--- src/sv/free_list_page_allocator_core_assert.svh ---
// assertion macros shared by the page allocator rtl
// no dependencies; included inside module bodies after the package import
`ifndef FREE_LIST_PAGE_ALLOCATOR_CORE_ASSERT_SVH
`define FREE_LIST_PAGE_ALLOCATOR_CORE_ASSERT_SVH

// same-cycle implication
`define FPA_ASSERT_NOW(lbl, clk, rst, ante, cons, msg) \
   lbl: assert property (@(posedge clk) disable iff (rst) (ante) |-> (cons)) \
      else $error(msg);

// next-cycle implication
`define FPA_ASSERT_NEXT(lbl, clk, rst, ante, cons, msg) \
   lbl: assert property (@(posedge clk) disable iff (rst) (ante) |=> (cons)) \
      else $error(msg);

`endif

--- src/sv/fpa_pkg.sv ---
// shared types and constants of the free-list page allocator
// no dependencies
`timescale 1ns / 1ps
`default_nettype none

package fpa_pkg;

   localparam int unsigned NUM_PAGES_DEF = 65536;

   localparam int unsigned PAGE_SHIFT = 12;
   localparam int unsigned ADDR_W     = 28;  // byte address
   localparam int unsigned LEN_W      = 29;  // byte length, kernel end
   localparam int unsigned TOP_W      = 30;  // base + length
   localparam int unsigned HEAD_W     = 16;  // list head and link width
   localparam int unsigned TOTAL_W    = 17;  // free page count
   localparam int unsigned AFW        = 18;  // frame number while walking a region
   localparam int unsigned CSR_IDX_W  = 1;
   localparam int unsigned CSR_DATA_W = 29;

   localparam logic [TOTAL_W-1:0] TOTAL_MAX = {TOTAL_W{1'b1}};

   localparam logic [CSR_IDX_W-1:0] CSR_KSTART = 1'b0;
   localparam logic [CSR_IDX_W-1:0] CSR_KEND   = 1'b1;

   typedef enum logic [1:0] {
      OP_ADD   = 2'd0,
      OP_ALLOC = 2'd1,
      OP_FREE  = 2'd2,
      OP_NOP   = 2'd3
   } fpa_op_type;

   typedef enum logic [1:0] {
      ST_OK    = 2'd0,
      ST_EMPTY = 2'd1,
      ST_RANGE = 2'd2
   } fpa_status_type;

   // region walker to list control
   typedef struct packed {
      logic           push;
      logic           done;
      logic           range_err;
      logic [AFW-1:0] frame;
   } fpa_walk_type;

endpackage

`default_nettype wire

--- src/sv/fpa_region_walker.sv ---
// region walker: clips a memory-map region against the kernel range
// and steps through its whole pages, one push per cycle; uses fpa_pkg
`timescale 1ns / 1ps
`default_nettype none

module fpa_region_walker #(
   parameter int unsigned NUM_PAGES = fpa_pkg::NUM_PAGES_DEF
) (
   input  wire logic                         clock,
   input  wire logic                         reset,
   input  wire logic                         start,
   input  wire logic [fpa_pkg::ADDR_W-1:0]   base,
   input  wire logic [fpa_pkg::LEN_W-1:0]    length,
   input  wire logic [fpa_pkg::HEAD_W-1:0]   kstart_pg,
   input  wire logic [fpa_pkg::AFW-1:0]      kend_pg,
   output fpa_pkg::fpa_walk_type             walk
);
   import fpa_pkg::*;

   typedef enum logic [2:0] {
      W_IDLE = 3'b001,
      W_BASE = 3'b010,
      W_LOOP = 3'b100
   } walk_state_type;

   walk_state_type state_ff, state_in;
   logic [ADDR_W-1:0] base_ff, base_in;
   logic [TOP_W-1:0]  top_ff, top_in;
   logic [AFW-1:0]    cur_ff, cur_in;
   logic [AFW-1:0]    end_ff, end_in;

   logic overlap;
   logic [LEN_W-1:0] base_up;

   always_comb begin
      state_in = state_ff;
      base_in  = base_ff;
      top_in   = top_ff;
      cur_in   = cur_ff;
      end_in   = end_ff;
      walk     = '0;
      overlap  = (TOP_W'(base_ff) < {kend_pg, 12'h000})
               && (top_ff > TOP_W'({kstart_pg, 12'h000}));
      base_up  = LEN_W'(base_ff) + LEN_W'(12'hFFF);
      case (state_ff)
         W_IDLE: begin
            if (start) begin
               base_in  = base;
               top_in   = TOP_W'(base) + TOP_W'(length);
               state_in = W_BASE;
            end
         end
         W_BASE: begin
            // raised base is already page aligned
            cur_in   = overlap ? kend_pg : AFW'(base_up[LEN_W-1:PAGE_SHIFT]);
            end_in   = top_ff[TOP_W-1:PAGE_SHIFT];
            state_in = W_LOOP;
         end
         W_LOOP: begin
            walk.frame = cur_ff;
            if (cur_ff >= end_ff) begin
               walk.done = 1'b1;
               state_in  = W_IDLE;
            end else if (cur_ff == '0) begin
               cur_in = cur_ff + AFW'(1);
            end else if (32'(cur_ff) >= NUM_PAGES) begin
               walk.done      = 1'b1;
               walk.range_err = 1'b1;
               state_in       = W_IDLE;
            end else begin
               walk.push = 1'b1;
               cur_in    = cur_ff + AFW'(1);
            end
         end
         default: begin
            state_in = W_IDLE;
         end
      endcase
   end

   always_ff @(posedge clock) begin
      if (reset) begin
         state_ff <= W_IDLE;
      end else begin
         state_ff <= state_in;
      end
      base_ff <= base_in;
      top_ff  <= top_in;
      cur_ff  <= cur_in;
      end_ff  <= end_in;
   end

endmodule

`default_nettype wire

--- config.mk ---
export PLATFORM = sky130hd
export DESIGN_NAME = fpa_region_walker
export DESIGN_NICKNAME = d
export VERILOG_FILES = /design/src/sv/free_list_page_allocator_core_assert.svh /design/src/sv/fpa_pkg.sv /design/src/sv/fpa_region_walker.sv
export SDC_FILE = /design/constraint.sdc
export NUM_CORES = 1
export LEC_CHECK = 0
export BUFFER_PORTS_ARGS = -buffer_cell sky130_fd_sc_hd__buf_2
export CAP_MARGIN = 0
export CORE_ASPECT_RATIO = 1.75
export CORE_MARGIN = 2
export CORE_UTILIZATION = 33
export DETAILED_ROUTE_END_ITERATION = 6
export GPL_ROUTABILITY_DRIVEN = 0
export SKIP_LAST_GASP = 1
export SLEW_MARGIN = 20
export SYNTH_ARGS = -nofsm -noshare
export SYNTH_HDL_FRONTEND = slang
export SYNTH_SLANG_ARGS = --single-unit
--- constraint.sdc ---
create_clock -name clock -period 14.3 [get_ports clock]
set_input_delay 0.715 -clock clock [delete_from_list [all_inputs] [get_ports clock]]
set_output_delay 0.715 -clock clock [all_outputs]
set_load 0.03 [all_outputs]
==> results_dict.tcl, run 1 <==
set metrics [dict create \
    cp_top_family "simple AND/OR/NAND/NOR gates" \
    via_count 5769 \
    worstPathRequired_ns 13.59 \
    crit_type "register to primary output" \
    clockRootBuffer "clkbuf_16" \
    synth_top_flop_cell "edfxtp_1" \
    die-width_um 114 \
    avgRoutedWirePerCell_um 18.4 \
    routed_wl_um 19600 \
    viasPerCell 5.43 \
    power_uw 776 \
    io_pins 115 \
    antenna_left 0 \
    finClkSkew_ns 0.0119 \
    path_buf_inv 1 \
    syn_inst 703 \
    tns_ns 0 \
    dieHeight_um 197 \
    peakVddDrop_mv 0.0532 \
    min_period_over_period_pct 27.9 \
    async_flop_share_pct 0 \
    io_buffer_count 114 \
    grt_pass1_wl_um 30400 \
    power_frac_clock_pct 33.0 \
    dp_cells 1047 \
    coreArea_um2 20900 \
    path_clk_slew_ns 0.07 \
    num-fill-cells 2082 \
    syn-num-nets 877 \
    antenna_found_initial 0 \
    leakagePower_nw 3.56 \
    relSlewSlack_pct 34.7 \
    synth_area_leader_cell "edfxtp_1" \
    grt_pass1_vias 5801 \
    cts_hold_buf 0 \
    endpoint_kind "primary output" \
    finalCriticalPeriod_ns 3.98 \
    hpwl_um 16500 \
    hold_viol 0 \
    drtIter0Drc 229 \
    yosys.area.top_type_share_pct 40.2 \
    setup_viol_count_final 0 \
    grt_max_degree 60 \
    start_util_pct 33.6 \
    p_sw_uw 212 \
    slowest_delay_ns 0.85 \
    fin_nets 980 \
    grt_use_total_pct 17.7 \
    startpoint_type "register" \
    fin_cells 1063 \
    overflow 0 \
    cts_setup_buffers 0 \
    syn_area_um2 7020 \
    outcome "finished clean" \
    critPathMaxFanout 27 \
    drive_gt1_share_pct 18.4 \
    slew_viol_final 0 \
    crit_top_cell "nor2_1" \
    syn2layout_area_growth_pct 16.0 \
    p_int_uw 564 \
    max_cap_violations 0 \
    max_freq_ghz 0.251 \
    crit_chain "nor2_1 -> and2_1 -> o2111ai_1 -> nor2_1 -> buf_2" \
    cts_tree "done" \
    clockBufferDepth 2 \
    grt_setup_unrepaired "no" \
    drt-pass1-iter-count 4 \
    std_cell_rows 70 \
    power_frac_comb_pct 21.0 \
    synth_seq_cells 97 \
    switching_share_pct 27.3 \
    die_area_um2 22500 \
    worst_pin_slew_ns 0.976 \
    synth_edf_count 94 \
    cts_max_level 3 \
    cts_made_buffers 9 \
    synth_cell_types 63 \
    yosysWarnings 0 \
    crit_arrival_ns 3.27 \
    yosysSeqAreaShare_pct 41.0 \
    synth_area_leaders "edfxtp_1, ha_1, xnor2_1" \
    cts_resized 0 \
    avgSynthCellArea_um2 9.99 \
    insertion_delay_ns 0.35 \
    seq_power_share_pct 46.0 \
    diodes 0 \
    power_density_nw_per_um2 95.2 \
    cts_sinks 97 \
    hold_class "register to register" \
    slowest_stage "and2_1" \
    route.detailed.drc 0 \
]
==> cells in the mapped netlist, drive strengths merged (6+ instances only) <==
cell,number
edfxtp,94
ha,79
inv,62
nor2,49
a21oi,40
nand2,38
xnor2,31
and3,26
o21ai,26
a211oi,23
nor4,21
clkbuf,19
a21o,18
nand4,18
xor2,18
nor3,17
o21a,15
nand3,13
and2,9
a31oi,6
==> power groups by stage <==
stage / logic, mW / clock network [mW] / registers, mW
after floorplan: 0.114 / 0 / 0.358
after global placement: 0.161 / 0 / 0.363
after detailed placement: 0.163 / 0 / 0.363
after CTS: 0.164 / 0.260 / 0.357
after global routing: 0.183 / 0.272 / 0.359
final: 0.163 / 0.256 / 0.357
==> metrics by stage <==
stage | utilization (%) | hold WS (ns) | cell area [um2] | setup slack, ns
5_1_grt | 38.9 | 0.492 | 8150 | 10.08
4_1_cts | 38.9 | 0.472 | 8150 | 10.33
2_1_floorplan | - | 0.417 | 7020 | 7.35
6_report | 38.9 | 0.469 | 8150 | 10.32
3_5_place_dp | 37.4 | 0.456 | 7840 | 10.73
3_3_place_gp | 37.4 | 0.446 | 7840 | 10.74
==> cells in the final DEF (no fill, tap or decap), types with 4 or more instances in the layout <==
cell type	instances
a21o_1	15
a21oi_1	40
nand4_1	18
or2_2	4
inv_1	62
a31oi_1	6
o21ai_0	26
a211oi_1	23
xor2_1	18
and3_1	26
nor3_1	16
nand2_1	38
nor2_1	49
o21a_1	15
clkbuf_16	9
nand3_1	13
a311oi_1	5
o2111ai_1	4
nand2b_1	4
and2_1	9
nor4_1	20
ha_1	79
o31ai_1	4
buf_2	114
nor2b_1	5
xnor2_1	31
edfxtp_1	94
==> logic make-up after synthesis <==
| family | after synthesis | synth area share, % |
|---|---|---|
| DFF | 97 | 41.0 |
| buffers and inverters | 86 | 4.77 |
| adders and majority gates | 80 | 14.4 |
| AOI/OAI and AO/OA | 171 | 17.0 |
| muxes | 1 | 0.143 |
| xor gates and xnor gates | 49 | 6.11 |
| and+or+nand+nor | 219 | 16.6 |
==> worst reg2reg max path: stages (launching register included) <==
cell and delay [ns]:
dfxtp_1 0.38, nor2_1 0.77, and2_1 0.86, o2111ai_1 0.49, nand2_1 0.70
==> registers in the layout, indices dropped and copies added, names as in the netlist <==
register / flops
cur_ff: 18
end_ff: 18
state_ff: 3
top_ff: 30
base_ff: 28
==> area by class of cell <==
class                   instances  area (um2)  share of cell area [%]
repair buffers                116         586                    7.19
clock inverters                 6        82.6                    1.01
clock buffers                  10         229                    2.81
flip-flops and latches         97        2880                    35.4
well taps                     252         315                    3.87
inverters                      62         233                    2.86
multi-input cells             520        3820                    46.9
==> path summary, 6_finish.rpt <==
kind | slack, ns | start | depth (start not counted) | endpoint
hold / removal | 0.47 | top_ff[13] | 0 | end_ff[1]
setup reg to reg | 10.73 | state_ff[1] | 4 | cur_ff[12]
hold reg to reg | 0.47 | top_ff[13] | 0 | end_ff[1]
setup / recovery | 10.32 | state_ff[1] | 5 | walk[20]
==> per-layer routing <==
| layer | share of wire, % | GRT usage, % | vias to the layer above |
|---|---|---|---|
| li1 | - | - | 2847 |
| met1 | 36 | 17.4 | 2722 |
| met2 | 56 | 35.2 | 157 |
| met3 | 3.6 | 2.18 | 43 |
| met4 | 4.5 | 9.12 | 0 |
| met5 | 0 | 0 | - |
(Power assumes the default switching activity.)
==> run 2: changes to the inputs <==
clock period = 3.9 ns   (was 14.3 ns; I/O delays follow)
==> results_dict.tcl, run 2 (synthesis results as in run 1) <==
set metrics [dict create \
    outcome "finished clean" \
    die-width_um 114 \
    antenna_found_initial 0 \
    fin_nets 986 \
    antenna_left 0 \
    worst_pin_slew_ns 0.808 \
    power_frac_clock_pct 30.1 \
    path_clk_slew_ns 0.07 \
    avgRoutedWirePerCell_um 17.9 \
    overflow 0 \
    viasPerCell 5.38 \
    leakagePower_nw 3.58 \
    largest_reg_flops 30 \
    regMostFlops "top_ff" \
    grt_pass1_vias 5879 \
    cts_sinks 97 \
    path_buf_inv 2 \
    syn2layout_area_growth_pct 16.1 \
    startpoint_type "register" \
    critPathMaxFanout 5 \
    io_pins 115 \
    multi_input_area_um2 3820 \
    num-fill-cells 2104 \
    slew_viol_final 0 \
    insertion_delay_ns 0.36 \
    via_count 5751 \
    hpwl_um 16100 \
    final_common_cell "buf_2" \
    rr_worst_depth 9 \
    cts_tree "done" \
    final_core_util_pct 38.9 \
    start_util_pct 33.6 \
    rr_startpoint "top_ff[15]" \
    reg2reg_slack_ns 0.92 \
    critPathCapture "walk[20]" \
    p_int_mw 1.94 \
    cts_resized 0 \
    p_sw_uw 780 \
    peakVddDrop_mv 0.186 \
    worstPathRequired_ns 3.70 \
    power_density_nw_per_um2 334 \
    seq_power_share_pct 47.9 \
    grt_use_total_pct 17.4 \
    hold_viol 0 \
    die_area_um2 22500 \
    endpoint_kind "primary output" \
    final_cell_mix "buf_2, edfxtp_1, ha_1" \
    hold_class "input port to register" \
    power_frac_comb_pct 21.9 \
    reg_top3 "top_ff (30), base_ff (28)" \
    grt_setup_unrepaired "no" \
    whs_ns 0.0236 \
    crit_arrival_ns 2.79 \
    cp_top_family "compound AO/OA/AOI/OAI gates" \
    drive_gt1_share_pct 19.0 \
    setup_viol_count_final 0 \
    slowest_stage "edfxtp_1" \
    min_period_over_period_pct 76.7 \
    io_buffer_count 114 \
    clockRootBuffer "clkbuf_16" \
    grt_pass1_wl_um 29800 \
    relSlewSlack_pct 46.0 \
    drt-pass1-iter-count 5 \
    path_depth 9 \
    route.detailed.drc 0 \
    std_cell_rows 70 \
    crit_type "register to primary output" \
    worstReg2RegEnd "cur_ff[7]" \
    cts_setup_buffers 0 \
    tns_ns 0 \
    switching_share_pct 28.6 \
    slowest_delay_ns 0.43 \
    cts_made_buffers 9 \
    coreArea_um2 20900 \
    dieHeight_um 197 \
    register_area_um2 2880 \
    diodes 0 \
    critPathLaunch "cur_ff[0]" \
    drtIter0Drc 167 \
    routed_wl_um 19100 \
    max_freq_ghz 0.334 \
    crit_chain "inv_1 -> ha_1 -> nand2b_1 -> a21oi_1 -> o21ai_0 -> a31oi_1 -> o2111ai_1 -> nor2_1 -> buf_2" \
    max_cap_violations 0 \
    finClkSkew_ns 0.0107 \
    finalCriticalPeriod_ns 2.99 \
    grt_max_degree 60 \
    clockBufferDepth 2 \
    cts_max_level 3 \
    cts_hold_buf 0 \
]
[run 2: area by class of cell]
type	count	area share (%)
Multi-Input combinational cell	520	46.9
Sequential cell	97	35.4
Timing Repair Buffer	122	7.73
Tap cell	252	3.87
Inverter	62	2.85
Clock buffer	9	2.76
Clock inverter	6	0.552
[run 2: layer usage]
| metal | part of all wire (%) | vias to the layer above | wire, um | track usage (%) |
|---|---|---|---|---|
| li1 | - | 2870 | - | - |
| met3 | 4.1 | 29 | 791 | 2.34 |
| met1 | 36 | 2693 | 6800 | 17.1 |
| met2 | 57 | 159 | 10900 | 35.1 |
| met4 | 2.8 | 0 | 533 | 7.27 |
| met5 | 0 | - | 0 | 0 |
[run 2: how the worst min path moves through the flow]
| stage | from | endpoint | slack [ns] | depth (start not counted) |
|---|---|---|---|---|
| 2_1_floorplan | reset | state_ff[2] | 0.26 | 1 |
| 3_3_place_gp | base[0] | base_ff[0] | 0.39 | 1 |
| 3_5_place_dp | base[6] | base_ff[6] | 0.39 | 1 |
| 4_1_cts | base[0] | base_ff[0] | 0.02 | 1 |
| 5_1_grt | base[8] | base_ff[8] | 0.02 | 1 |
| 6_report | reset | state_ff[2] | 0.02 | 2 |
[run 2: power groups by stage]
stage / logic (mW) / registers [mW] / clock network [mW]
after floorplan: 0.420 / 1.31 / 0
after global placement: 0.591 / 1.33 / 0
after detailed placement: 0.600 / 1.33 / 0
after CTS: 0.602 / 1.31 / 0.840
after global routing: 0.672 / 1.31 / 0.873
final: 0.598 / 1.31 / 0.822
[run 2: through the flow]
stage          power, mW  instance area [um2]  cells  setup WS (ns)
2_1_floorplan       1.73                 7040    703           1.11
3_3_place_gp        1.92                 7880   1053          0.965
3_5_place_dp        1.93                 7880   1053          0.896
4_1_cts             2.75                 8150   1068          0.843
5_1_grt             2.86                 8150   1068          0.702
6_report            2.73                 8150   1068          0.910
